$ cat src/design/fpd_pkg.sv
// Shared constants and types for the fixed-point divider.
`default_nettype none

package fpd_pkg;

    localparam int DATA_W         = 32;
    localparam int FRAC_BITS_DEF  = 16;
    localparam int IN_TDATA_W     = 2 * DATA_W;

    typedef struct packed {
        logic neg;
        logic zero;
    } t_flags;

    typedef struct packed {
        logic out_valid;
        logic skid_valid;
    } t_obuf_status;

endpackage

`default_nettype wire

$ cat src/design/fpd_cell.sv
// Restoring division cell: resolves one quotient bit and passes the work on.
`default_nettype none

module fpd_cell #(
    parameter int FRAC_BITS = fpd_pkg::FRAC_BITS_DEF
) (
    input  wire logic                                     i_clk,
    input  wire logic                                     i_rst_n,
    input  wire logic                                     i_en,
    input  wire logic                                     i_valid,
    input  wire logic [fpd_pkg::DATA_W+FRAC_BITS-1:0]     i_num,
    input  wire logic [fpd_pkg::DATA_W-1:0]               i_rem,
    input  wire logic [fpd_pkg::DATA_W+FRAC_BITS-1:0]     i_quo,
    input  wire logic [fpd_pkg::DATA_W-1:0]               i_den,
    input  wire fpd_pkg::t_flags                          i_flags,
    output logic                                          o_valid,
    output logic      [fpd_pkg::DATA_W+FRAC_BITS-1:0]     o_num,
    output logic      [fpd_pkg::DATA_W-1:0]               o_rem,
    output logic      [fpd_pkg::DATA_W+FRAC_BITS-1:0]     o_quo,
    output logic      [fpd_pkg::DATA_W-1:0]               o_den,
    output fpd_pkg::t_flags                               o_flags
);
    import fpd_pkg::*;

    localparam int QW = DATA_W + FRAC_BITS;

    logic              r_valid;
    logic [QW-1:0]     r_num;
    logic [DATA_W-1:0] r_rem;
    logic [QW-1:0]     r_quo;
    logic [DATA_W-1:0] r_den;
    t_flags            r_flags;

    logic [DATA_W-1:0] n_trial;
    logic [DATA_W:0]   n_diff;
    logic              n_bit;
    logic [DATA_W-1:0] n_rem;

    // For a nonzero divisor the remainder stays below the divisor, at most 2^31, so its top bit is always clear.
    always_comb begin
        n_trial = {i_rem[DATA_W-2:0], i_num[QW-1]};
        n_diff  = {1'b0, n_trial} - {1'b0, i_den};
        n_bit   = !n_diff[DATA_W];
        n_rem   = n_bit ? n_diff[DATA_W-1:0] : n_trial;
    end

    always_ff @(posedge i_clk) begin
        if (!i_rst_n) begin
            r_valid <= 1'b0;
        end else if (i_en) begin
            r_valid <= i_valid;
        end
    end

    always_ff @(posedge i_clk) begin
        if (i_en) begin
            r_num   <= {i_num[QW-2:0], 1'b0};
            r_rem   <= n_rem;
            r_quo   <= {i_quo[QW-2:0], n_bit};
            r_den   <= i_den;
            r_flags <= i_flags;
        end
    end

    assign o_valid = r_valid;
    assign o_num   = r_num;
    assign o_rem   = r_rem;
    assign o_quo   = r_quo;
    assign o_den   = r_den;
    assign o_flags = r_flags;

endmodule

`default_nettype wire

$ cat config.mk
export PLATFORM = sky130hd
export DESIGN_NAME = fpd_cell
export DESIGN_NICKNAME = d
export VERILOG_FILES = /design/src/design/fpd_pkg.sv /design/src/design/fpd_cell.sv
export SDC_FILE = /design/constraint.sdc
export NUM_CORES = 1
export LEC_CHECK = 0
export ABC_CLOCK_PERIOD_IN_PS = 4650
export BUFFER_PORTS_ARGS = -buffer_cell sky130_fd_sc_hd__buf_2
export CAP_MARGIN = 25
export CORE_MARGIN = 5
export CORE_UTILIZATION = 47
export CTS_CLUSTER_SIZE = 25
export DETAILED_ROUTE_END_ITERATION = 10
export GPL_ROUTABILITY_DRIVEN = 0
export MAX_ROUTING_LAYER = met4
export PLACE_DENSITY = 0.81
export SKIP_LAST_GASP = 1
export SYNTH_ARGS = -nofsm -noshare
export SYNTH_HDL_FRONTEND = slang
export SYNTH_SLANG_ARGS = --single-unit
$ cat constraint.sdc
create_clock -name i_clk -period 4.65 [get_ports i_clk]
set_clock_uncertainty 0.15 [all_clocks]
set_input_delay 0.465 -clock i_clk [delete_from_list [all_inputs] [get_ports i_clk]]
set_output_delay 0.465 -clock i_clk [all_outputs]
set_load 0.1 [all_outputs]
Yosys cells after proc, flatten, opt, wreduce, memory -nomap -nowiden
Cells that the tools add are included.
{"block": "totals", "inputBits": 166, "register_bits": 162, "elab_cells": 10, "out_inout_bits": 163}
{"block": "op_classes", "reduce_logical": 1, "mux": 1, "n_addsub": 1}
{"cell": "32-bit by 32-bit subtractor with 33-bit output", "count": 1}
{"cell": "32-bit 2-to-1 mux", "count": 1}
{"cell": "1-bit zero test", "count": 1}

Logic depth before layout (Yosys ltp)
{"block": "logic_depth", "ltp_word": 2, "ltp_mapped": 13, "ltp_nobuf": 12}

Worst setup path after synthesis
OpenSTA, ideal clock, no wires.
{"block": "synth_timing", "path_type": "input-to-reg", "from": "input i_num[47] in the netlist's numbering", "to": "register r_rem[20] (netlist: o_rem[20]), data pin", "path_buffers": 1, "path_slack_ns": 1.016, "required_ns": 4.238, "setup_ns": 0.262, "cell_stages": 12, "arrival_time_ns": 3.222, "cell_sequence": "inv_1 -> ha_1 -> fa_1 -> nand2b_1 -> a21oi_2 -> o2111ai_1 -> and2_1 -> o31a_1 -> o21a_1 -> o31ai_4 -> buf_6 -> mux2_1"}
{"block": "synth_between", "elab_chain_cells": 2}
{"item": "start, declared", "line": "fpd_cell.sv:11", "rtl": "input wire logic [fpd_pkg::DATA_W+FRAC_BITS-1:0] i_num,"}
{"item": "32-bit by 32-bit subtractor with 33-bit output", "line": "fpd_cell.sv:42", "rtl": "n_diff = {1'b0, n_trial} - {1'b0, i_den};"}
{"item": "32-bit 2-to-1 mux", "line": "fpd_cell.sv:44", "rtl": "n_rem = n_bit ? n_diff[DATA_W-1:0] : n_trial;"}
{"item": "net n_rem[20]", "line": "fpd_cell.sv:37", "rtl": "logic [DATA_W-1:0] n_rem;"}
{"item": "end signal, assigned", "line": "fpd_cell.sv:58", "rtl": "r_rem <= n_rem;"}
{"item": "end, declared", "line": "fpd_cell.sv:29", "rtl": "logic [DATA_W-1:0] r_rem;"}
The timed path passes the listed nets, and every way through them passes these cells.
A chain may end at the register's enable or synchronous reset.

Worst setup path after layout
{"block": "layout_timing", "from": "input i_num[47] in the netlist's numbering", "to": "register r_rem[17] (netlist: o_rem[17]), data pin"}
The elaborated chain is that of the path after synthesis.

==> key figures <==
Floorplanning
  • Core area: 14600 sq um
  • Ports: 329
  • Chip Width: 132 um
  • DIE AREA: 17500 sq um
  • Initial core utilization: 48.2%
  • Chip Height: around 130 um
  • Site Rows: 44

Global routing
  • GRT overflow: 0
  • Most Used Layer, Global Route: met2
  • GR Layer Usage met1: between 20% and 30%
  • Number of global-route vias before repair: between 5000 and 6000
  • Initial antenna violation count: 3
  • Met3 usage: 5.69%
  • Total GRT Usage: 22.5%
  • GR Util met2: 39.1%
  • Largest net degree at the start of global routing: 108
  • First-pass GRT wire length: 29300 um

Worst setup path
  • Startpoint types: input port
  • Kind of cell adding the most delay to the critical path: compound AO/OA/AOI/OAI gates
  • Crit. End Element: register
  • Worst Path Required: 4.67 ns
  • CP max stage cell: fa_1
  • CP bufs+invs: 3
  • Max incr delay on CP: 0.41 ns
  • CP Max Fanout: 28
  • WP data arrival: 3.73 ns
  • Setup CP Type: input port to register
  • Crit path cell chain: buf_2 -> inv_1 -> ha_1 -> fa_1 -> nand2b_1 -> a21oi_2 -> o2111ai_1 -> and2_1 -> o31a_1 -> o21a_1 -> o31ai_4 -> buf_4 -> mux2_2

Detailed routing
  • Avg WL per Cell: 19.7 um
  • Drt first pass iters: 7
  • Detail Route Antenna Nets: 0
  • Routed WL: 20200 um
  • DR iter-0 viols: 345
  • Vias: around 5300
  • DRC violations left: 0
  • Via/cell ratio: 5.11

Placed design
  • HPWL after DPL: 15900 um
  • PortBufs: 325

Clocking
  • Hold buffers post-CTS: 0
  • TritonCTS buffer count: 17
  • Resize count post-CTS: 0
  • H-tree depth: 4
  • Clock buffer depth: 2
  • CTS tree: built
  • Clk sink count: 162
  • Postcts setup bufs: 0
  • Clk root buf: clkbuf_16
  • Worst-Skew Late Latency: 0.42 ns
  • Reg clk slew, reported paths: ~0.070 ns

Pwr
  • Net Sw Frac: 40.8%
  • LEAKAGE: 4.21 nW
  • Power Total: 4.73 mW
  • Internal Power: 2.80 mW
  • Power density cells: 501 nW/um^2
  • Clk pwr share: 29.6%
  • Max VDD drop: 0.231 mV
  • Logic pwr share: between 30 and 40%
  • Psw: 1.93 mW
  • Part of the power in registers: 38.0%

Synthesis
  • Post-synth EDFFs: about 160
  • Syn Area/Cell: 14.2 sq um
  • Netlist Area Pre-Place: 7030 sq um
  • FFs w/ async S/R, synth: 0%
  • Post-synthesis cell type count: 44
  • Predominant post-synthesis flop cell: edfxtp_1
  • Number of cells produced by synthesis: 494
  • Register area share after synthesis: between 60% and 70%
  • Yosys reg bits: 162
  • Post-synthesis net count: 693
  • YS warnings: 0

Timing
  • Hold Vio Cnt, Final: 0
  • Period Utilization, post-route: 79.8%
  • Max Clk Rate: about 270 MHz
  • Fin Hold WS: ~0.065 ns
  • RSZ-0062 raised after global routing: no
  • Setup TNS: 0 ns
  • Pins Over Slew Limit: 0
  • Setup violators final: 0
  • Worst-margin pin slew: a little under 1 ns
  • Relative slew slack: 34.6%
  • Min Tclk post-route: about 3.7 ns

Min path
  • Min-delay worst type: input port to register

Job
  • Max_cap viols: 0

Final layout
  • Area grow syn2layout: 34.2%
  • Fraction of layout cells with a size suffix above 1: 43.9%
  • Nets@finish: between 1000 and 1500

Status
  • Outcome: completed
## power groups by stage
stage	combinational [mW]	clock, mW	sequential [mW]
final	1.53	1.40	1.79
after floorplan	0.273	0	2.79
after global routing	1.59	1.48	1.80
after CTS	1.54	1.41	1.79
after detailed placement	1.54	0	1.82
after global placement	1.52	0	1.82
## Yosys cell counts, types with 5 or more instances
cell type  instances  area, sq um
a21o_1            14          105
a21oi_1           46          230
o21ai_0           17         85.1
inv_1             40          150
a31oi_1            5         31.3
nand2_1           19         71.3
xnor2_1           20          175
ha_1              32          400
o21a_1             7         52.6
nor2_1            37          139
nand3_1            7         35.0
edfxtp_1         161         4830
mux2_2             6         67.6
mux2_1             5         56.3
xor2_1             9         78.8
clkbuf_1           6         22.5
nand4_1            6         37.5
nand2b_1           7         43.8
## through the flow
stage               worst slack, ns  utilization [%]  instance area [sq um]  instances
floorplan                      1.02                -                   7030        494
global placement              0.607             60.5                   8830        993
detailed placement            0.517             60.5                   8830        993
finish                        0.938             64.7                   9440       1028
CTS                           0.975             64.6                   9430       1025
global route                  0.768             64.7                   9440       1028
## cells by family (layout without fill, tap and decap cells)
logic type / Yosys count / after routing / share of synthesized area, %
other cells: 1 / 4 / 0.0533
simple gates: 90 / 90 / 5.82
mux: 12 / 12 / 1.90
buf+inv: 54 / 401 / 3.40
flops: 162 / 162 / 69.1
fa+ha+maj: 33 / 33 / 5.98
compound gates: 113 / 113 / 10.2
xor+xnor: 29 / 29 / 3.61
## metal layers
| metal | share of wire [%] | wire, um | vias to the layer above |
|---|---|---|---|
| li1 | - | - | 2507 |
| met1 | 38 | 7730 | 2498 |
| met2 | 53 | 10800 | 230 |
| met3 | 6.8 | 1380 | 22 |
| met4 | 1.5 | 299 | 0 |
| met5 | 0 | 0 | - |
## worst register-to-register path, stage by stage (launching register included)
cell     delay [ns]
dfxtp_1        0.31
mux2i_1        0.13
nor2b_1        0.07
## worst paths after layout
kind | start | endpoint | slack [ns] | cells past startpoint
worst min register to register | o_valid$_SDFFE_PN0P_ | o_valid$_SDFFE_PN0P_ | 0.39 | 2
worst min-delay path | i_quo[5] | o_quo[6]$_DFFE_PP_ | 0.07 | 1
worst max register to register | o_valid$_SDFFE_PN0P_ | o_valid$_SDFFE_PN0P_ | 3.89 | 2
worst max-delay path | i_num[47] | o_rem[17]$_DFFE_PP_ | 0.94 | 13
## cell type report
| cell class | count | area [sq um] |
|---|---|---|
| multi-input cells | 278 | 1940 |
| well taps | 184 | 230 |
| diodes | 3 | 7.51 |
| inverters | 40 | 150 |
| clock inverters | 15 | 169 |
| repair buffers | 329 | 1660 |
| fillers | 1088 | 5150 |
| clock buffers | 17 | 425 |
| flip-flops and latches | 162 | 4850 |
## cell usage in the layout (no fill, tap or decap), types with 6 or more instances in the layout
cell type	count
xnor2_1	20
clkbuf_16	17
mux2_2	6
a21o_1	14
a21oi_1	46
ha_1	32
edfxtp_1	161
nand2_1	19
nand2b_1	7
xor2_1	9
nand3_1	7
nand4_1	6
o21ai_0	17
buf_2	324
nor2_1	37
o21a_1	7
inv_1	40
## state kept, by name, indices dropped and copies added (netlist names)
name and count:
o_flags 2, o_den 32, o_valid 1, o_rem 32
o_quo 48, o_num 47
Power figures use the tool's default switching activity.
