==> src/design/fpd_pkg.sv <==
// Shared constants and types for the fixed-point divider.
`default_nettype none

package fpd_pkg;

    localparam int DATA_W         = 32;
    localparam int FRAC_BITS_DEF  = 16;
    localparam int IN_TDATA_W     = 2 * DATA_W;

    typedef struct packed {
        logic neg;
        logic zero;
    } t_flags;

    typedef struct packed {
        logic out_valid;
        logic skid_valid;
    } t_obuf_status;

endpackage

`default_nettype wire

==> src/design/fpd_prep.sv <==
// Input cell: takes operand magnitudes, the result sign and the zero-divisor flag.
`default_nettype none

module fpd_prep #(
    parameter int FRAC_BITS = fpd_pkg::FRAC_BITS_DEF
) (
    input  wire logic                                     i_clk,
    input  wire logic                                     i_rst_n,
    input  wire logic                                     i_en,
    input  wire logic                                     i_valid,
    input  wire logic signed [fpd_pkg::DATA_W-1:0]        i_dividend,
    input  wire logic signed [fpd_pkg::DATA_W-1:0]        i_divisor,
    output logic                                          o_valid,
    output logic        [fpd_pkg::DATA_W+FRAC_BITS-1:0]   o_num,
    output logic        [fpd_pkg::DATA_W-1:0]             o_den,
    output fpd_pkg::t_flags                               o_flags
);
    import fpd_pkg::*;

    localparam int QW = DATA_W + FRAC_BITS;

    logic              r_valid;
    logic [QW-1:0]     r_num;
    logic [DATA_W-1:0] r_den;
    t_flags            r_flags;

    logic [DATA_W-1:0] n_mag_a;
    logic [DATA_W-1:0] n_mag_b;
    t_flags            n_flags;

    always_comb begin
        n_mag_a = i_dividend[DATA_W-1] ? DATA_W'(-i_dividend) : DATA_W'(i_dividend);
        n_mag_b = i_divisor[DATA_W-1]  ? DATA_W'(-i_divisor)  : DATA_W'(i_divisor);
        n_flags.neg  = i_dividend[DATA_W-1] ^ i_divisor[DATA_W-1];
        n_flags.zero = (i_divisor == '0);
    end

    always_ff @(posedge i_clk) begin
        if (!i_rst_n) begin
            r_valid <= 1'b0;
        end else if (i_en) begin
            r_valid <= i_valid;
        end
    end

    always_ff @(posedge i_clk) begin
        if (i_en) begin
            r_num   <= {n_mag_a, {FRAC_BITS{1'b0}}};
            r_den   <= n_mag_b;
            r_flags <= n_flags;
        end
    end

    assign o_valid = r_valid;
    assign o_num   = r_num;
    assign o_den   = r_den;
    assign o_flags = r_flags;

endmodule

`default_nettype wire

==> config.mk <==
export PLATFORM = sky130hd
export DESIGN_NAME = fpd_prep
export DESIGN_NICKNAME = d
export VERILOG_FILES = /design/src/design/fpd_pkg.sv /design/src/design/fpd_prep.sv
export SDC_FILE = /design/constraint.sdc
export NUM_CORES = 1
export LEC_CHECK = 0
export BUFFER_PORTS_ARGS = -buffer_cell sky130_fd_sc_hd__clkbuf_2
export CAP_MARGIN = 30
export CELL_PAD_IN_SITES_DETAIL_PLACEMENT = 0
export CELL_PAD_IN_SITES_GLOBAL_PLACEMENT = 1
export CORE_ASPECT_RATIO = 0.5
export CORE_MARGIN = 2
export CORE_UTILIZATION = 33
export CTS_CLUSTER_SIZE = 40
export DETAILED_ROUTE_END_ITERATION = 8
export HOLD_SLACK_MARGIN = 0.03
export PLACE_DENSITY = 0.85
export SYNTH_ARGS = -nofsm -noshare
export SYNTH_HDL_FRONTEND = slang
export SYNTH_SLANG_ARGS = --single-unit
==> constraint.sdc <==
create_clock -name i_clk -period 1.6 [get_ports i_clk]
set_input_delay 0.08 -clock i_clk [delete_from_list [all_inputs] [get_ports i_clk]]
set_output_delay 0.08 -clock i_clk [all_outputs]
set_load 0.01 [all_outputs]
-- Word-level counts from Yosys, hierarchy flattened
Index checks and enable logic that the tools add are counted.
- register bits after elaboration: 67
- logic and storage cells: 13
- add/sub/neg operators: 2
- muxes and demuxes: 2
- bitwise operators: 1
- reductions and logical operators: 1
- operator list (cell ; number):
    negator 32 bit ; 2
    two-way mux 31 bit ; 2
    zero test 32 bit ; 1
    XOR 1 bit ; 1

-- Depth between registers and ports, before layout
Gate-level depths: netlist (run 1).
- depth after elaboration: 2
- gate-level depth with buffers: 6
- mapped depth without buffers: 6

-- Least setup slack after synthesis (run 1)
Ideal clock, no wire load.
- path kind: input-to-reg
- start point: input i_divisor[25] (netlist name)
- end point: register r_den[28], in the netlist o_den[28] (data pin)
- setup time: 0.263 ns
- arrival: 1.366 ns
- setup slack: -0.028 ns
- cell stages on the path: 4
- cell sequence: or4_4 > or3_4 > o41ai_2 > xnor2_1
- word-level cells in the longest chain between the ends: 2
- RTL lines (what ; RTL line ; RTL):
    from (decl) ; fpd_prep.sv:12 ; input wire logic signed [fpd_pkg::DATA_W-1:0] i_divisor,
    negator 32 bit ; fpd_prep.sv:33 ; n_mag_b = i_divisor[DATA_W-1] ? DATA_W'(-i_divisor) : DATA_W'(i_divisor);
    two-way mux 31 bit ; fpd_prep.sv:33 ;
    net n_mag_b[28] ; fpd_prep.sv:28 ; logic [DATA_W-1:0] n_mag_b;
    to (signal assigned) ; fpd_prep.sv:49 ; r_den <= n_mag_b;
    to (decl) ; fpd_prep.sv:24 ; logic [DATA_W-1:0] r_den;
The timed path passes the listed nets, and every way through them passes these cells.
A chain may end at the register's enable or synchronous reset.

==> out/results.ini, run 1 <==
[critical_path]
startpoint_type=input pin
end_kind=register
cp_max_fo=11
worstSetupPathType=input pin to register
cp.arrival_ns=1.63
cp.required_ns=1.76

[floorplanning]
die_x_um=152
dieArea_mm2=0.0119
io_pins=151
core_mm2=0.0104
row_count=26
die_y_um=78.1
start_util=0.347

[cts]
clockBufferDepth=2
cts_resized=0
clkLatencyLatePin_ns=0.33
numCtsBuffers=9
clk_pin_slew_ns=0.05
htree_levels=3
tritoncts=yes
clock_sinks=67
clock-root-buffer=clkbuf_16

[routing]
via_per_inst=4.70
drt_iter0_drc=102
wl_per_cell_um=13.9
post-route-drc-count=0
antenna_left=0
drt-total-wl_um=8930
vias=3019
drt_first_pass_iters=4

[timing]
worst_pin_slew_ns=0.631
setup_ws_ns=0.130
finalSetupViolCount=0
fmax_ghz=0.680
maxSlewHeadroom=0.580
rsz0062_at_grt=no
slew_viol_final=0
finalHoldViolCount=0
post-route-period-util=0.919
clock_skew_ns=0
tns_ns=0
period_needed_ns=1.47

[placement]
dp.cells=624
port_buffers=134
globalplace.congestion=0.758
dp_hpwl_um=6790
post-place-ws_ns=-0.211
placed_cell_area_mm2=0.00486

[power_and_ir_drop]
p_per_area_mw_per_mm2=948
power_mw=4.90
max-vdd-ir-drop_uv=454
p_leak_nw=2.10

[logic_synthesis]
yosys.area.top_type=edfxtp_1
netlist_instances=296
synthTopCellsByArea=edfxtp_1 (55%), xnor2_1 (14%), o41ai_1 (3.9%), o31ai_1 (3.7%), buf_4 (3.3%)
synth-seq-cells=67
netlist_area_mm2=0.00362
avgSynthCellArea_um2=12.2
yosysUniqueCellTypes=34
yosysSeqAreaShare=0.553
yosysTopAreaCellShare=0.547
yosysWarnings=0

[run_status]
status=complete, no violations

[global_routing]
grt_busiest_layer=met2
antenna_found_initial=0
use_met1=0.176
grt_usage=0.154
grt_pass1_wl_um=14500
grt_pass1_vias=3060
use_met3=0.0480
use_met2=0.272
grt_overflow_total=0
grt_max_degree=68

[layout]
finalInstanceArea_mm2=0.00517
diodes=0
nNetsFinal=570
syn_to_final_growth_pct=42.8
finalNonFillerCells=642
fillers=968
layout-drive-gt1-share=0.442

[flow_run]
max_cap_viol_count=0

[hold_path]
hold_class=input pin to register

-- logic make-up (layout without fill, tap and decap cells) --
group,count (synthesis),count (layout),synth area share
buf+inv,30,221,0.0480
xor+xnor,59,59,0.143
simple gates,85,85,0.136
other cells,1,16,0.00104
flops,67,67,0.553
fa+ha+maj,4,4,0.0138
compound gates,49,49,0.103
mux,1,1,0.00276
-- cells in the mapped netlist (all sizes together) --
library cell	count
edfxtp	66
xnor2	58
nand2	22
o31ai	18
o41ai	18
buf	17
o21ai	13
clkbuf	9
nor2	9
nor4	9
nand2b	8
nor3	8
nand4	6
or3	6
ha	4
inv	4
nand3	4
or2	3
or4	3
nand3b	2
nand4b	2
nor2b	2
and2	1
conb	1
dfxtp	1
mux2i	1
xor2	1
-- repair_timing --
| action | in CTS | in global routing |
|---|---|---|
| hold endpoints to repair | 2 | 0 |
| hold buffers | 3 | 0 |
| setup buffers | 0 | 0 |
-- cells in the final DEF, fill, tap and decap left out, types with 2 or more instances in the layout --
| cell type | n |
|---|---|
| nor2b_1 | 2 |
| o31ai_1 | 18 |
| conb_1 | 16 |
| clkbuf_16 | 9 |
| clkbuf_2 | 133 |
| inv_1 | 4 |
| clkbuf_1 | 2 |
| nand4b_1 | 2 |
| nand2_1 | 22 |
| nor2_1 | 9 |
| edfxtp_1 | 66 |
| nand3_1 | 4 |
| or3_1 | 4 |
| or4_4 | 2 |
| o21ai_0 | 13 |
| nand3b_1 | 2 |
| nand4_1 | 6 |
| xnor2_1 | 58 |
| or2_2 | 3 |
| buf_4 | 64 |
| o41ai_1 | 16 |
| dlygate4sd3_1 | 3 |
| nor3_1 | 8 |
| o41ai_2 | 2 |
| nand2b_1 | 7 |
| clkinv_1 | 2 |
| nor4_1 | 7 |
| or3_4 | 2 |
| ha_1 | 4 |
-- cell type report --
type	count	area (um^2)	area share
Sequential cell	67	2000	0.387
Multi-Input combinational cell	214	1500	0.290
Timing Repair Buffer	202	1200	0.232
Clock buffer	11	233	0.0450
Tap cell	140	175	0.0339
Clock inverter	4	42.5	0.00823
Inverter	4	15.0	0.00290
-- state kept, by name, summed over array words and instances, names as in the netlist --
signal	count
o_den	32
o_flags	2
o_num	32
o_valid	1
-- routing by layer --
metal  vias to the layer above  share of wire
li1                       1496              -
met1                      1425           0.43
met2                        83           0.50
met3                        15          0.055
met4                         0          0.019
met5                         -              0
-- final timing paths --
check	slack [ns]	start	depth (start not counted)	to
min reg2reg	1.06	o_valid	3	o_valid
max reg2reg	0.46	o_valid	3	o_valid
max	0.13	i_divisor[13]	6	o_flags[0]
min	0.06	i_dividend[30]	2	o_num[46]
-- power by group --
group	switching (mW)	internal, mW	leakage, nW	total [mW]
Sequential	0.0460	2.15	0.653	2.20
Combinational	0.452	0.399	1.31	0.851
Clock	0.672	1.18	0.134	1.86
-- critical path: stages --
cell	delay, ns
clkbuf_2	0.09
or3_4	0.40
nand4b_1	0.20
buf_4	0.20
or4_1	0.49
nor3_1	0.16
-- per-stage QoR --
| stage | util | hold WS [ns] |
|---|---|---|
| 2_1_floorplan | - | 0.179 |
| 3_3_place_gp | 0.466 | 0.294 |
| 3_5_place_dp | 0.466 | 0.310 |
| 4_1_cts | 0.495 | 0.0544 |
| 5_1_grt | 0.495 | 0.0670 |
| 6_report | 0.495 | 0.0616 |
(Power assumes the default switching activity.)
==> run 2: changes to the inputs <==
--- a/config.mk
+++ b/config.mk
@@ -10,12 +10,13 @@
 export CELL_PAD_IN_SITES_DETAIL_PLACEMENT = 0
 export CELL_PAD_IN_SITES_GLOBAL_PLACEMENT = 1
 export CORE_ASPECT_RATIO = 0.5
-export CORE_MARGIN = 2
-export CORE_UTILIZATION = 33
+export CORE_MARGIN = 1.5
+export CORE_UTILIZATION = 37
 export CTS_CLUSTER_SIZE = 40
 export DETAILED_ROUTE_END_ITERATION = 8
+export GPL_ROUTABILITY_DRIVEN = 1
 export HOLD_SLACK_MARGIN = 0.03
-export PLACE_DENSITY = 0.85
+export PLACE_DENSITY = 0.9
 export SYNTH_ARGS = -nofsm -noshare
 export SYNTH_HDL_FRONTEND = slang
 export SYNTH_SLANG_ARGS = --single-unit
==> constraint.sdc (replaced) <==
create_clock -name i_clk -period 1.5 [get_ports i_clk]
set_input_delay 0.075 -clock i_clk [delete_from_list [all_inputs] [get_ports i_clk]]
set_output_delay 0.075 -clock i_clk [all_outputs]
set_load 0.01 [all_outputs]
==> run 2 against run 1 <==
  * Wire length shrank 0.69%
  * Sequential power grew 6%
  * Design area grew 4.0%
  * Critical endpoint is now o_den[24]
  * Largest cell class unchanged
  * Worst setup slack lost 0.035 ns
==> out/results.ini, run 2 (synthesis results as in run 1) <==
[routing]
wl_per_cell_um=13.5
drt_iter0_drc=157
drt-total-wl_um=8870
highest_layer=met4
wl_met1_um=3590
via_per_inst=4.67
post-route-drc-count=0
vias=3071
antenna_left=0
dr_wl_met2_um=4540
drt_first_pass_iters=4
met3_length_um=553

[global_routing]
grt_usage=0.177
grt_pass1_wl_um=13900
grt_max_degree=35
grt_pass1_vias=2985
grt_overflow_total=0
antenna_found_initial=0

[critical_path]
cp_max_fo=10
startpoint_type=input pin
cp.arrival_ns=1.48
cp.required_ns=1.57
end_kind=register
worstSetupPathType=input pin to register

[layout]
layout_commonest_cell=clkbuf_2
finalNonFillerCells=657
diodes=0
layout_common_cells=clkbuf_2 (133), buf_4 (80), edfxtp_1 (66)
layout-drive-gt1-share=0.473
syn_to_final_growth_pct=48.5
nNetsFinal=589

[cts]
clockBufferDepth=2
tritoncts=yes
htree_levels=3
clock-root-buffer=clkbuf_16
numCtsBuffers=9
clkLatencyLatePin_ns=0.33
clock_sinks=67
clk_pin_slew_ns=0.05

[timing]
period_needed_ns=1.41
setup_ws_ns=0.0950
finalHoldViolCount=0
finalSetupViolCount=0
post-route-period-util=0.937
slew_viol_final=0
clock_skew_ns=0
rsz0062_at_grt=no
fmax_ghz=0.712

[placement]
dp.cells=637
dp_hpwl_um=7030
port_buffers=134
post-place-ws_ns=-0.280
globalplace.congestion=0.794

[floorplanning]
io_pins=151
dieArea_mm2=0.0104
die_y_um=73.0
row_count=25
start_util=0.382
core_mm2=0.00948
die_x_um=143

[power_and_ir_drop]
max-vdd-ir-drop_uv=397
p_int_mw=3.85
pwr-share-seq=0.458
switching_share=0.247
clkPwrFrac=0.353
p_per_area_mw_per_mm2=951
power.switching_mw=1.26
p_leak_nw=2.22
pwr-share-comb=0.189

[run_status]
status=complete, no violations

[hold_path]
hold_class=input pin to register

[flow_run]
max_cap_viol_count=0

==> run 2: cell count changes in the layout (fill, tap and decap cells not counted), sizes merged <==
cell    previous run  this run
buf               66        85
clkinv             3         5
bufinv             1         0
==> run 2: final timing paths <==
check / from / endpoint / slack, ns / cells past startpoint
min: i_dividend[0] / o_num[16] / 0.04 / 2
min reg2reg: o_valid / o_valid / 1.08 / 3
max: i_divisor[12] / o_den[24] / 0.09 / 6
max reg2reg: o_valid / o_valid / 0.34 / 3
==> run 2: per-layer routing <==
layer | vias up | track usage
li1 | 1534 | -
met1 | 1424 | 0.188
met2 | 95 | 0.322
met3 | 18 | 0.0636
met4 | 0 | 0.0813
met5 | - | 0
==> run 2: per-stage QoR <==
| step | hold slack (ns) | instance area [um^2] | util | setup TNS (ns) | power, mW |
|---|---|---|---|---|---|
| final | 0.0382 | 5380 | 0.568 | 0 | 5.12 |
| after global routing | 0.0391 | 5380 | 0.568 | 0 | 5.32 |
| after CTS | 0.0309 | 5360 | 0.566 | 0 | 5.17 |
| after detailed placement | 0.304 | 5080 | 0.536 | -5.03 | 3.35 |
| after global placement | 0.286 | 5080 | 0.536 | -4.30 | 3.32 |
| after floorplan | 0.174 | 3730 | - | -0.234 | 2.81 |
==> run 2: area by class of cell <==
cell class              instances  area, um^2
fillers                       809        4100
well taps                     135         169
multi-input cells             214        1560
repair buffers                221        1380
flip-flops and latches         67        2000
inverters                       4        15.0
clock buffers                  11         233
clock inverters                 5        20.0
==> run 2: critical path: stages <==
cell and delay, ns:
clkbuf_2 0.10, or3_4 0.38, nand4b_1 0.20, buf_4 0.21, o41ai_2 0.37, xnor2_1 0.12
==> run 2: what timing repair did <==
| item | in CTS | in global routing |
|---|---|---|
| buffers inserted | 0 | 1 |
| hold buffers | 3 | 0 |
| setup endpoints to repair | 0 | 2 |
| hold endpoints to repair | 2 | 0 |
| gates resized for setup | 0 | 1 |
==> run 2: power groups by stage <==
stage,clock [mW],sequential (mW),combinational (mW)
after floorplan,0,2.49,0.324
after global placement,0,2.37,0.944
after detailed placement,0,2.38,0.964
after CTS,1.85,2.35,0.974
after global routing,1.91,2.36,1.05
final,1.81,2.34,0.966
==> run 3: changes to the inputs <==
--- a/config.mk
+++ b/config.mk
@@ -17,6 +17,7 @@
 export GPL_ROUTABILITY_DRIVEN = 1
 export HOLD_SLACK_MARGIN = 0.03
 export PLACE_DENSITY = 0.9
+export REMOVE_ABC_BUFFERS = 1
 export SYNTH_ARGS = -nofsm -noshare
 export SYNTH_HDL_FRONTEND = slang
 export SYNTH_SLANG_ARGS = --single-unit
==> run 3 against run 2 <==
  * Clock power is essentially flat
  * Maximum frequency shrank 4.8%
  * Core utilization down 0.65 points
  * Count of clock-buffer cells in the layout fell by 1
  * Combinational power is 2% lower
  * Worst setup slack lost 0.070 ns
  * Wire length rose by 0.38%
  * Design area shrank 1.1%
  * Non-clock buffer count shrank 4
  * Sequential share of layout area up 0.43 points
  * Sequential power barely moved
  * Register-to-register slack about the same
  * Critical path type unchanged
  * Critical endpoint is now o_flags[0]
==> out/results.ini, run 3 (synthesis results as in run 1) <==
[timing]
setup_ws_ns=0.0248
fmax_ghz=0.678
rsz0062_at_grt=no
finalHoldViolCount=0
clock_skew_ns=0
period_needed_ns=1.48
finalSetupViolCount=0
holdWs_ns=0.0429
post-route-period-util=0.983
worst_pin_slew_ns=0.712
maxSlewHeadroom=0.525
slew_viol_final=0

[critical_path]
path_depth=6
cp_common_cell=or4_4
slowest_stage=or4_4
crit_chain=clkbuf_2, or4_4, buf_4, nand2b_2, or4_4, nor3_1
end_kind=register
timing.rr.end=o_valid
path_buf_inv=2
slowest_delay_ns=0.54
cp.arrival_ns=1.64
startpoint_type=input pin
cp_top_family=simple AND/OR/NAND/NOR gates
cp.required_ns=1.66
rr_startpoint=o_valid
worstSetupPathType=input pin to register
cp_max_fo=3
rr_worst_depth=3
ff2ff_setup_slack_ns=0.34

[placement]
globalplace.congestion=0.782
dp.cells=635
post-place-ws_ns=-0.333
dp_hpwl_um=6950
port_buffers=134

[power_and_ir_drop]
max-vdd-ir-drop_uv=442
p_per_area_mw_per_mm2=955
p_leak_nw=2.19

[routing]
via_per_inst=4.71
drt-total-wl_um=8900
wl_per_cell_um=13.7
highest_layer=met4
antenna_left=0
wl_met1_um=3680
post-route-drc-count=0
vias=3071
dr_wl_met2_um=4520
met3_length_um=569
drt_first_pass_iters=4
drt_iter0_drc=108

[flow_run]
max_cap_viol_count=0

[global_routing]
grt_pass1_vias=3005
grt_usage=0.174
grt_pass1_wl_um=13800
grt_max_degree=35
antenna_found_initial=0
grt_overflow_total=0

[layout]
fillers=833
layout_common_cells=clkbuf_2 (133), buf_4 (77), edfxtp_1 (66)
nNetsFinal=585
syn_to_final_growth_pct=46.9
multi_input_area_mm2=0.00154
layout-drive-gt1-share=0.472
regArea_mm2=0.00200
layout_commonest_cell=clkbuf_2
finalNonFillerCells=652
diodes=0

[hold_path]
hold_path_end=o_num[16]
hold_depth=2
min_from=i_dividend[0]
hold_class=input pin to register

[cts]
clockBufferDepth=2
numCtsBuffers=9
cts_setup_buffers=0
clkLatencyLatePin_ns=0.32
htree_levels=3
clock_sinks=67
clk_pin_slew_ns=0.05
tritoncts=yes
clock-root-buffer=clkbuf_16

[floorplanning]
die_y_um=73.0
start_util=0.382
row_count=25
die_x_um=143
dieArea_mm2=0.0104
core_mm2=0.00948
io_pins=151

[run_status]
status=complete, no violations

[run 3: worst max path at each step]
stage / startpoint / endpoint / slack (ns)
after floorplan: i_dividend[4] / o_num[41] / -0.19
after global placement: i_divisor[12] / o_flags[0] / -0.28
after detailed placement: i_divisor[12] / o_flags[0] / -0.33
after CTS: i_divisor[12] / o_den[26] / 0.02
after global routing: i_divisor[25] / o_flags[0] / 0.001
final: i_divisor[25] / o_flags[0] / 0.02
[run 3: routing by layer]
layer / track usage / vias to the layer above
met5: 0 / -
met4: 0.0596 / 0
met3: 0.0610 / 13
met2: 0.306 / 106
met1: 0.198 / 1427
li1: - / 1525
[run 3: through the flow]
stage / area, um^2 / total power, mW / TNS (ns) / util
after floorplan: 3520 / 2.75 / -1.96 / -
after global placement: 5000 / 3.30 / -5.19 / 0.528
after detailed placement: 5000 / 3.33 / -6.18 / 0.528
after CTS: 5270 / 5.14 / 0 / 0.556
after global routing: 5320 / 5.30 / 0 / 0.561
final: 5320 / 5.08 / 0 / 0.561
[run 3: final cells by class]
class	count	share of cell area
clock inverters	5	0.00400
flip-flops and latches	67	0.376
repair buffers	217	0.252
well taps	135	0.0318
inverters	4	0.00282
multi-input cells	214	0.290
clock buffers	10	0.0431
[run 3: where the power goes]
part	internal [mW]	switching (mW)	total (mW)
Combinational	0.459	0.491	0.950
Sequential	2.29	0.0528	2.35
Clock	1.08	0.701	1.78
[run 3: worst register-to-register path, stage by stage (launching register included)]
cell and delay [ns]:
dfxtp_1 0.30, mux2i_1 0.14, nor2b_1 0.06, dlygate4sd3_1 0.55
[run 3: repair_timing]
action                                 CTS  global route
resized for setup                        0             7
endpoints found under the hold margin    1             0
hold buffers                             2             0
setup endpoints to repair                0             6
