$ cat config.mk
export PLATFORM = sky130hd
export DESIGN_NAME = fpd_out
export DESIGN_NICKNAME = d
export VERILOG_FILES = /design/src/design/fpd_pkg.sv /design/src/design/fpd_out.sv
export SDC_FILE = /design/constraint.sdc
export NUM_CORES = 1
export LEC_CHECK = 0
export ABC_AREA = 1
export BUFFER_PORTS_ARGS = -buffer_cell sky130_fd_sc_hd__buf_2
export CAP_MARGIN = 0
export CORE_ASPECT_RATIO = 0.6
export CORE_MARGIN = 5
export CORE_UTILIZATION = 59
export DETAILED_ROUTE_END_ITERATION = 7
export PLACE_DENSITY = 0.93
export SYNTH_ARGS = -nofsm -noshare
export SYNTH_HDL_FRONTEND = slang
export SYNTH_SLANG_ARGS = --single-unit
$ cat constraint.sdc
create_clock -name i_clk -period 4.57 [get_ports i_clk]
set_input_delay 0.2285 -clock i_clk [delete_from_list [all_inputs] [get_ports i_clk]]
set_output_delay 0.2285 -clock i_clk [all_outputs]
set_load 0.02 [all_outputs]
$ cat src/design/fpd_pkg.sv
// Shared constants and types for the fixed-point divider.
`default_nettype none

package fpd_pkg;

    localparam int DATA_W         = 32;
    localparam int FRAC_BITS_DEF  = 16;
    localparam int IN_TDATA_W     = 2 * DATA_W;

    typedef struct packed {
        logic neg;
        logic zero;
    } t_flags;

    typedef struct packed {
        logic out_valid;
        logic skid_valid;
    } t_obuf_status;

endpackage

`default_nettype wire

$ cat src/design/fpd_out.sv
// Output cell: sign, range check and the output register with its skid stage.
`default_nettype none

module fpd_out #(
    parameter int FRAC_BITS = fpd_pkg::FRAC_BITS_DEF
) (
    input  wire logic                                     i_clk,
    input  wire logic                                     i_rst_n,
    input  wire logic                                     i_valid,
    input  wire logic [fpd_pkg::DATA_W+FRAC_BITS-1:0]     i_quo,
    input  wire fpd_pkg::t_flags                          i_flags,
    input  wire logic                                     i_ready,
    output logic                                          o_valid,
    output logic      [fpd_pkg::DATA_W-1:0]               o_quotient,
    output logic                                          o_error,
    output fpd_pkg::t_obuf_status                         o_status
);
    import fpd_pkg::*;

    localparam int QW = DATA_W + FRAC_BITS;

    logic              r_ov;
    logic [DATA_W-1:0] r_oq;
    logic              r_oe;
    logic              r_sv;
    logic [DATA_W-1:0] r_sq;
    logic              r_se;

    logic              n_ov;
    logic [DATA_W-1:0] n_oq;
    logic              n_oe;
    logic              n_sv;
    logic [DATA_W-1:0] n_sq;
    logic              n_se;

    logic              w_hi;
    logic              w_err;
    logic [DATA_W-1:0] w_quo;

    always_comb begin
        w_hi = |i_quo[QW-1:DATA_W];
        if (i_flags.neg) begin
            w_err = w_hi || (i_quo[DATA_W-1] && (|i_quo[DATA_W-2:0]));
        end else begin
            w_err = w_hi || i_quo[DATA_W-1];
        end
        w_err = w_err || i_flags.zero;
        if (w_err) begin
            w_quo = '0;
        end else if (i_flags.neg) begin
            w_quo = DATA_W'('0 - i_quo[DATA_W-1:0]);
        end else begin
            w_quo = i_quo[DATA_W-1:0];
        end
    end

    always_comb begin
        n_ov = r_ov;
        n_oq = r_oq;
        n_oe = r_oe;
        n_sv = r_sv;
        n_sq = r_sq;
        n_se = r_se;
        if (!r_ov || i_ready) begin
            if (r_sv) begin
                n_ov = 1'b1;
                n_oq = r_sq;
                n_oe = r_se;
                n_sv = 1'b0;
            end else begin
                n_ov = i_valid;
                n_oq = w_quo;
                n_oe = w_err;
            end
        end else if (i_valid && !r_sv) begin
            n_sv = 1'b1;
            n_sq = w_quo;
            n_se = w_err;
        end
    end

    always_ff @(posedge i_clk) begin
        if (!i_rst_n) begin
            r_ov <= 1'b0;
            r_sv <= 1'b0;
        end else begin
            r_ov <= n_ov;
            r_sv <= n_sv;
        end
    end

    always_ff @(posedge i_clk) begin
        r_oq <= n_oq;
        r_oe <= n_oe;
        r_sq <= n_sq;
        r_se <= n_se;
    end

    assign o_valid             = r_ov;
    assign o_quotient          = r_oq;
    assign o_error             = r_oe;
    assign o_status.out_valid  = r_ov;
    assign o_status.skid_valid = r_sv;

endmodule

`default_nettype wire

==> Word level (Yosys, flattened, before mapping) <==
Index checks and enable logic that the tools add are counted.
{ "totals": {"inputBits": 54, "regBits": 68, "out_inout_bits": 36} }
{ "op_classes": {"n_addsub": 1, "reduce_logical": 12, "bitwise_logic": 2, "mux": 6} }
{ "op_table": {"columns": ["cell", "n"], "rows": [
  ["32-bit 2-to-1 mux", 3],
  ["1-bit by 32-bit subtractor with 32-bit output, first input constant", 1],
  ["31-bit OR reduction", 1],
  ["16-bit OR reduction", 1],
  ["1-bit logical OR", 4],
  ["1-bit 2-to-1 mux", 3],
  ["1-bit logical AND", 2],
  ["1-bit zero test", 2],
  ["1-bit inverter", 2],
  ["2-bit AND reduction", 1],
  ["2-bit OR reduction", 1]
]} }

==> Longest topological paths before layout <==
Gate-level depths: netlist (run 1).
{ "logic_depth": {"depth_word": 7, "mapped_depth": 12} }

==> Least setup slack after synthesis (run 1) <==
OpenSTA, ideal clock, no wires.
{ "synth_timing": {"path_kind": "reg2reg", "startpoint": "register r_ov (netlist: o_valid)", "endpoint": "register r_se (enable)", "n_path_buf": 0, "required_ps": 4147, "t_arrival_ps": 2786, "setup_ps": 423, "period_less_slack_ps": 3209, "stages_incl_launch_ff": 3, "setup_slack_ps": 1361, "cell_sequence": "dfxtp_1 > nand2_1 > nor2_1"} }
{ "synth_via": {"elab_chain_cells": 4} }
{ "synth_rtl": {"columns": ["item", "line", "source"], "rows": [
  ["start, declared", "fpd_out.sv:22", "logic r_ov;"],
  ["start signal, assigned", "fpd_out.sv:87", "r_ov <= n_ov;"],
  ["1-bit zero test", "fpd_out.sv:64", "if (!r_ov || i_ready) begin"],
  ["1-bit logical OR", "fpd_out.sv:64", null],
  ["1-bit inverter (no source line)", null, null],
  ["2-bit AND reduction (no source line)", null, null],
  ["end signal, assigned", "fpd_out.sv:96", "r_se <= n_se;"],
  ["end, declared", "fpd_out.sv:27", "logic r_se;"]
]} }
No other way between the ends.
A chain may end at the register's enable or synchronous reset.

==> Worst setup path in the final report (run 1) <==
{ "layout_timing": {"startpoint": "register r_sv", "endpoint": "register r_sq[6] (enable)"} }
{ "layout_via": {"elab_chain_cells": 3} }
{ "layout_rtl": {"columns": ["item", "line", "source"], "rows": [
  ["start, declared", "fpd_out.sv:25", "logic r_sv;"],
  ["start signal, assigned", "fpd_out.sv:88", "r_sv <= n_sv;"],
  ["1-bit zero test", "fpd_out.sv:75", "end else if (i_valid && !r_sv) begin"],
  ["1-bit logical AND", "fpd_out.sv:75", null],
  ["2-bit AND reduction (no source line)", null, null],
  ["end signal, assigned", "fpd_out.sv:95", "r_sq <= n_sq;"],
  ["end, declared", "fpd_out.sv:26", "logic [DATA_W-1:0] r_sq;"]
]} }
No other way between the ends.

==> qor.csv, run 1 <==
stage,metric,value,unit
sta,Clock Skew,7.711,ps
floorplanning,I/O pin total,90,
clock_network,Hold Buf Count CTS,0,
sta,final hold vios,0,
floorplanning,row cnt,23,
logic_synthesis,sequential cell area fraction in the yosys report,49.69,%
power,PD cells,345.0,nW/um^2
logic_synthesis,main area contributors after synthesis,"edfxtp_1, nand2_1, nor2_1, inv_1, nor2_2",
drt,drt wl/cell,16.42,um
sta,Final Max Tran Viols,0,
logic_synthesis,cell area after synthesis,4069,um^2
sta,Tightest Pin Transition,995.4,ps
grt,largest net degree at the start of global routing,37,
layout,"Core Util, Final",73.14,%
sta,Tcrit/Tclk final,55.10,%
clock_network,later-pin clock latency in the skew report,330,ps
place,HPWL after DPL,8.141,mm
clock_network,CTS H-tree depth,3,
layout,ant diodes,0,
logic_synthesis,Synth top area share,48.71,%
grt,GR Util All Layers,27.96,%
place,placed cells,679,
clock_network,CTS Buffer Depth,2,
layout,Area Growth Syn to Fin,20.02,%
drt,# DRC,0,
worst_setup_path,critical path endpoint category,flip-flop,
clock_network,clk slew on worst S/H paths,60,ps
sta,min Tclk post-route,2518,ps
grt,global-route wire length before repair,18.43,mm
logic_synthesis,Post-Syn Nets,571,
logic_synthesis,"EDFF count, synth",66,
sta,final worst slack,2052,ps
worst_setup_path,"setup slack, reg-to-reg",2050,ps
drt,Vias/cell,5.494,
worst_setup_path,CP required,4600,ps
worst_setup_path,"Arr. time, crit path",2550,ps
logic_synthesis,top_reg_cell synth,edfxtp_1,
floorplanning,Initial Utilization,60.94,%
place,pre-CTS setup slack,2072,ps
clock_network,TritonCTS Sinks,68,
sta,final setup TNS,0,ps
grt,GR Overflow Total,0,
drt,ANT nets after route,0,
layout,final net count,658,
floorplanning,die height,74.33,um
floorplanning,Die Wd,117.2,um
flow_run,Max-cap violations,0,
drt,total vias in the final route,3818,
drt,Initial DRC Count,359,
worst_setup_path,"critical path fanouts, max",36,
sta,Slew HR,33.23,%
drt,DRT Pass-1 Iters,6,
logic_synthesis,leading area contributor after synthesis,edfxtp_1,
logic_synthesis,register bit count reported by yosys,68,
worst_hold_path,Worst Hold Class,primary input to flip-flop,
floorplanning,core area,6676,um^2
logic_synthesis,list of most frequent post-synthesis cells,"nand2_1, nor2_1, edfxtp_1",
sta,Max Clock Freq,397.1,MHz
clock_network,cts bufs inserted,9,
logic_synthesis,asr flop ratio synth,0,%
clock_network,root buf cell,clkbuf_16,
place,Port Buffers,89,
outcome,status,completed,
sta,final setup fails,0,
worst_setup_path,crit path from,r_sv,
drt,overall routed net length,11.41,mm
logic_synthesis,count of cell types in the netlist,32,
grt,vias in the first global route,3808,
sta,RSZ-0062 raised after global routing,false,
worst_setup_path,reg2reg start,r_sv,
worst_setup_path,R2R Path End,r_sq[6],
worst_setup_path,crit start category,flip-flop,
power,Lkg Pwr,0.002187,uW
sta,hold_ws,146.7,ps
grt,initial antenna violation count,0,
worst_setup_path,r2r worst-path depth,5,
clock_network,Setup Buffers After CTS,0,
clock_network,post_cts resized,0,
logic_synthesis,Avg Inst Size Synth,7.885,um^2
logic_synthesis,number of synthesis warnings,0,
floorplanning,die area,8712,um^2
layout,Non-Filler Instances,695,
logic_synthesis,most common cell in the netlist,nand2_1,
power,maximum VDD drop,0.1994,mV
place,GPL Wtd Cong,0.9527,
clock_network,CTS tree,built,
worst_setup_path,Critical path destination,r_sq[6],
worst_setup_path,critical path type,flip-flop to flip-flop,
layout,share of cells above drive strength 1,23.03,%
logic_synthesis,Post-Syn Instances,516,
==> sequential cells by signal (all words and copies together) (netlist names) <==
register	flops
o_valid	1
r_sq	32
r_se	1
o_quotient	32
r_sv	1
o_error	1
==> kinds of logic (layout without fill, tap and decap cells) <==
group           Yosys count  in the layout  share of synthesized area, %
compound gates           27             27                         3.690
simple gates            355            355                         37.61
fa+ha+maj                 1              1                        0.3075
flops                    68             68                         49.69
buf+inv                  49            141                         5.258
xor+xnor                 16             16                         3.444
==> placed cells by master, fill, tap and decap left out, drive strengths merged, types with 3 or more instances in the layout <==
cell and count:
nand3b 5, o21ai 18, inv 34, xor2 12, edfxtp 66, clkbuf 11, o211ai 3, xnor2 4
nand2 205, nor2 116, nand4 13, nand3 9, nor3 3, buf 92, a21oi 4
==> layer usage <==
| layer | track usage [%] | up-vias | routed length, um |
|---|---|---|---|
| li1 | - | 1833 | - |
| met1 | 37.12 | 1761 | 4809 |
| met2 | 45.93 | 207 | 5349 |
| met3 | 6.585 | 17 | 1101 |
| met4 | 9.033 | 0 | 153 |
| met5 | 0 | - | 0 |
==> report_power, final <==
group          internal, uW  switching (uW)
logic                  59.5             134
clock network           496             279
registers               708            7.21
total                  1260             421
==> area by class of cell <==
type | instances | area (um^2)
clock buffers | 11 | 242.7
clock inverters | 5 | 82.58
fillers | 501 | 1793
inverters | 33 | 123.9
multi-input cells | 399 | 1836
flip-flops and latches | 68 | 2022
well taps | 87 | 108.9
repair buffers | 92 | 467.9
==> through the flow <==
| step | area (um^2) | total power, uW |
|---|---|---|
| after floorplan | 4069 | 840.4 |
| after global placement | 4558 | 911.5 |
| after detailed placement | 4558 | 918.1 |
| after CTS | 4883 | 1681 |
| after global routing | 4883 | 1734 |
| final | 4883 | 1685 |
==> critical path, cell delays in order, from the launching register on <==
cell and delay (ps):
dfxtp_1 320, buf_4 350, clkinv_1 880, nand2_1 310, nor2_2 40, buf_4 290
==> worst min path at each step <==
stage | from | end | cells after the start
floorplan | i_rst_n | o_valid | 2
global placement | i_rst_n | o_valid | 3
detailed placement | i_rst_n | o_valid | 3
CTS | i_rst_n | o_valid | 3
global route | i_rst_n | o_valid | 3
finish | i_rst_n | o_valid | 3
No activity file was read; power rests on OpenSTA's default activity.
==> run 2, diff against run 1 <==
- CORE_UTILIZATION: 59 -> 55
- PLACE_DENSITY: 0.93 -> 0.88
- clock period: 4.57 -> 2.4 ns (I/O delays scaled with it)
==> qor.csv, run 2 (same netlist as run 1, synthesis figures left out) <==
stage,metric,value,unit
sta,Max Clock Freq,625.4,MHz
clock_network,CTS tree,built,
grt,GR Overflow Total,0,
clock_network,CTS Buffer Depth,2,
power,maximum VDD drop,0.3405,mV
layout,Fillers,600,
clock_network,cts bufs inserted,9,
clock_network,Hold Buf Count CTS,0,
clock_network,clk slew on worst S/H paths,60,ps
worst_setup_path,"critical path fanouts, max",23,
flow_run,Max-cap violations,0,
sta,RSZ-0062 raised after global routing,false,
sta,Tightest Pin Transition,478.4,ps
grt,vias in the first global route,3689,
layout,final net count,663,
grt,initial antenna violation count,0,
drt,# DRC,0,
sta,final setup fails,0,
sta,final setup TNS,0,ps
floorplanning,die area,9275,um^2
sta,min Tclk post-route,1599,ps
floorplanning,row cnt,24,
place,placed cells,701,
clock_network,root buf cell,clkbuf_16,
place,Port Buffers,89,
floorplanning,Die Wd,121.0,um
sta,Clock Skew,5.038,ps
floorplanning,Initial Utilization,56.22,%
power,Lkg Pwr,0.002208,uW
grt,GR Util All Layers,24.85,%
worst_setup_path,"Arr. time, crit path",1800,ps
floorplanning,core area,7237,um^2
clock_network,Setup Buffers After CTS,0,
worst_setup_path,critical path type,primary input to flip-flop,
sta,final hold vios,0,
layout,"commonest non-fill, non-tap cell in the layout",nand2_1,
floorplanning,die height,76.63,um
grt,global-route wire length before repair,18.06,mm
place,HPWL after DPL,8.089,mm
clock_network,later-pin clock latency in the skew report,330,ps
floorplanning,I/O pin total,90,
drt,ANT nets after route,0,
outcome,status,completed,
layout,Non-Filler Instances,717,
sta,hold_ws,24.59,ps
drt,total vias in the final route,3750,
layout,share of cells above drive strength 1,23.65,%
sta,Final Max Tran Viols,0,
sta,Slew HR,68.11,%
worst_hold_path,Worst Hold Class,primary input to flip-flop,
drt,Initial DRC Count,399,
layout,ant diodes,0,
drt,drt wl/cell,15.53,um
clock_network,CTS H-tree depth,3,
sta,Tcrit/Tclk final,66.62,%
worst_setup_path,crit start category,primary input,
clock_network,post_cts resized,0,
clock_network,TritonCTS Sinks,68,
drt,overall routed net length,11.13,mm
drt,DRT Pass-1 Iters,5,
worst_setup_path,"setup slack, reg-to-reg",1060,ps
grt,largest net degree at the start of global routing,36,
layout,most frequent cells in the layout,"nand2_1, nor2_1, buf_2, edfxtp_1, inv_1",
place,GPL Wtd Cong,0.9329,
drt,Vias/cell,5.230,
worst_setup_path,critical path endpoint category,flip-flop,
worst_setup_path,CP required,2600,ps
power,PD cells,636.6,nW/um^2
layout,Area Growth Syn to Fin,21.74,%
## run 2: through the flow
step / utilization, % / total power [uW] / setup WS [ps] / cell area, um^2
after global routing: 68.45 / 3276 / 616.4 / 4954
after global placement: 64.04 / 1746 / 548.0 / 4634
final: 68.45 / 3153 / 801.0 / 4954
after CTS: 68.45 / 3170 / 799.5 / 4954
after detailed placement: 64.04 / 1752 / 446.4 / 4634
after floorplan: - / 1601 / 72.67 / 4076
## run 2: final timing paths
check,start,end,depth (start not counted)
worst max-delay path,i_quo[0],o_quotient[18],12
worst min-delay path,i_rst_n,o_valid,3
worst max register to register,o_valid,r_sq[8],3
worst min register to register,r_sq[27],o_quotient[27],2
## run 2: critical path, cell delays in order
cell,delay (ps)
buf_2,100
inv_1,120
ha_1,220
nand2_2,110
nor2_4,160
nand3_2,100
o21ai_2,180
nand2_2,110
buf_12,210
nor2_2,170
nand2_1,80
nand2_1,90
## run 2: layout make-up
cell class                      instances  area (um^2)  share of cell area [%]
Clock buffer                           10        229.0                   4.622
Tap cell                              104        130.1                   2.627
Multi-Input combinational cell        399         1841                   37.16
Timing Repair Buffer                   97        518.0                   10.46
Sequential cell                        68         2022                   40.82
Clock inverter                          6        90.09                   1.819
Inverter                               33        123.9                   2.501
## run 2: power breakdown
| part | switching [uW] | total, uW | internal, uW |
|---|---|---|---|
| Combinational | 250 | 367 | 117 |
| Sequential | 14.6 | 1360 | 1350 |
| Clock | 511 | 1420 | 911 |
## run 2: per-layer routing
layer	GRT usage [%]	vias to the layer above	share of wire (%)
li1	-	1839	-
met4	7.353	0	0.87
met5	0	-	0
met1	34.72	1714	47
met2	38.78	182	44
met3	5.415	15	8.1
==> run 3, diff against run 2 <==
- clock period: 2.4 -> 1.6 ns (I/O delays scaled with it)
==> qor.csv, run 3 (same netlist as run 1, synthesis figures left out) <==
stage,metric,value,unit
drt,# DRC,0,
clock_network,later-pin clock latency in the skew report,340,ps
sta,final setup fails,0,
grt,GR Util All Layers,28.33,%
floorplanning,I/O pin total,90,
clock_network,Hold Buf Count CTS,0,
clock_network,Setup Buffers After CTS,0,
worst_setup_path,"critical path fanouts, max",20,
grt,largest net degree at the start of global routing,36,
power,PD cells,865.4,nW/um^2
floorplanning,die area,9275,um^2
clock_network,CTS Buffer Depth,2,
layout,share of cells above drive strength 1,31.70,%
layout,Fillers,514,
floorplanning,Initial Utilization,56.22,%
grt,global-route wire length before repair,20.29,mm
clock_network,root buf cell,clkbuf_16,
floorplanning,die height,76.63,um
sta,final hold vios,0,
drt,Initial DRC Count,444,
layout,Non-Filler Instances,779,
sta,Tightest Pin Transition,469.4,ps
sta,Clock Skew,4.314,ps
place,HPWL after DPL,9.375,mm
layout,ant diodes,0,
drt,drt wl/cell,16.36,um
power,maximum VDD drop,0.5306,mV
worst_setup_path,CP required,1800,ps
sta,Tcrit/Tclk final,91.43,%
sta,RSZ-0062 raised after global routing,false,
worst_setup_path,"Arr. time, crit path",1660,ps
grt,initial antenna violation count,0,
power,Lkg Pwr,0.002506,uW
clock_network,post_cts resized,0,
worst_setup_path,crit start category,primary input,
place,placed cells,763,
drt,overall routed net length,12.74,mm
floorplanning,core area,7237,um^2
clock_network,clk slew on worst S/H paths,60,ps
worst_setup_path,"slowest stage delay, CP",200,ps
clock_network,CTS H-tree depth,3,
layout,Area Growth Syn to Fin,34.41,%
worst_hold_path,Worst Hold Class,primary input to flip-flop,
worst_setup_path,critical path endpoint category,flip-flop,
flow_run,Max-cap violations,0,
place,GPL Wtd Cong,0.9546,
worst_setup_path,critical path type,primary input to flip-flop,
grt,GR Overflow Total,0,
drt,Vias/cell,5.316,
layout,most frequent cells in the layout,"nand2_1, buf_2, nor2_1, buf_4, edfxtp_1",
sta,Final Max Tran Viols,0,
sta,Max Clock Freq,683.6,MHz
floorplanning,Die Wd,121.0,um
sta,min Tclk post-route,1463,ps
clock_network,cts bufs inserted,9,
grt,vias in the first global route,4094,
drt,ANT nets after route,0,
sta,Slew HR,68.37,%
outcome,status,completed,
worst_setup_path,CP max-delay cell,ha_1,
worst_setup_path,critical-path cell list,buf_2 > inv_1 > ha_1 > nand2_2 > nor2_4 > nand3_2 > o21ai_4 > nand2_2 > buf_12 > nor2_2 > nand2_1 > nand2_1,
layout,"Core Util, Final",75.57,%
layout,final net count,725,
drt,total vias in the final route,4141,
floorplanning,row cnt,24,
clock_network,TritonCTS Sinks,68,
drt,DRT Pass-1 Iters,5,
layout,"commonest non-fill, non-tap cell in the layout",nand2_1,
clock_network,CTS tree,built,
place,Port Buffers,89,
==> run 3: changes by cell type in the layout (fill, tap and decap cells not counted), sizes merged <==
cell and delta:
clkinvlp +2, buf +62, inv +2, bufinv -1, clkbuf -1, clkinv -2
==> run 3: metal layers <==
metal	share of wire, %	routed length [um]	up-vias	track usage, %
met4	1.8	233	0	7.579
met1	44	5572	1892	38.32
li1	-	-	1973	-
met5	0	0	-	0
met3	8.9	1136	35	7.122
met2	46	5799	241	45.43
==> run 3: area by class of cell <==
class                      count  area [um^2]  area share, %
multi-input combinational    399         1878          34.34
clock inverter                 7        75.07          1.373
sequential                    68         2023          36.99
timing repair buffer         159         1008          18.44
clock buffer                   9        225.2          4.118
tap                          104        130.1          2.379
inverter                      33        128.9          2.356
==> run 3: per-stage QoR <==
stage / cell area, um^2 / setup slack (ps) / hold WS, ps / setup TNS (ps) / total power (uW)
after floorplan: 4126 / -6.117 / 204.8 / -201.9 / 2410
after global placement: 5155 / -166.1 / 321.4 / -689.7 / 2723
after detailed placement: 5155 / -283.7 / 329.2 / -3838 / 2739
after CTS: 5455 / 60.46 / 22.54 / 0 / 4730
after global routing: 5469 / 9.743 / 16.71 / 0 / 4907
final: 5469 / 137.1 / 23.68 / 0 / 4733
==> run 3: worst paths after layout <==
kind | startpoint | to | slack, ps | cells past startpoint
max | i_quo[0] | o_quotient[17] | 140 | 12
min | i_rst_n | o_valid | 20 | 3
max reg2reg | r_sv | o_error | 340 | 2
min reg2reg | r_sq[29] | o_quotient[29] | 520 | 2
==> run 3: worst max-delay path: cells and delay by family <==
| family | cells | cell delay, ps |
|---|---|---|
| fa+ha+maj | 1 | 200 |
| compound gates | 1 | 200 |
| simple gates | 7 | 830 |
| buf+inv | 3 | 350 |
==> run 3: report_power, final <==
group	leakage, uW	switching (uW)	internal, uW	total, uW
Combinational	0.00172	412	257	669
Clock	0.000138	802	1210	2020
Sequential	0.000644	25.1	2020	2050
Total	0.00251	1240	3490	4730
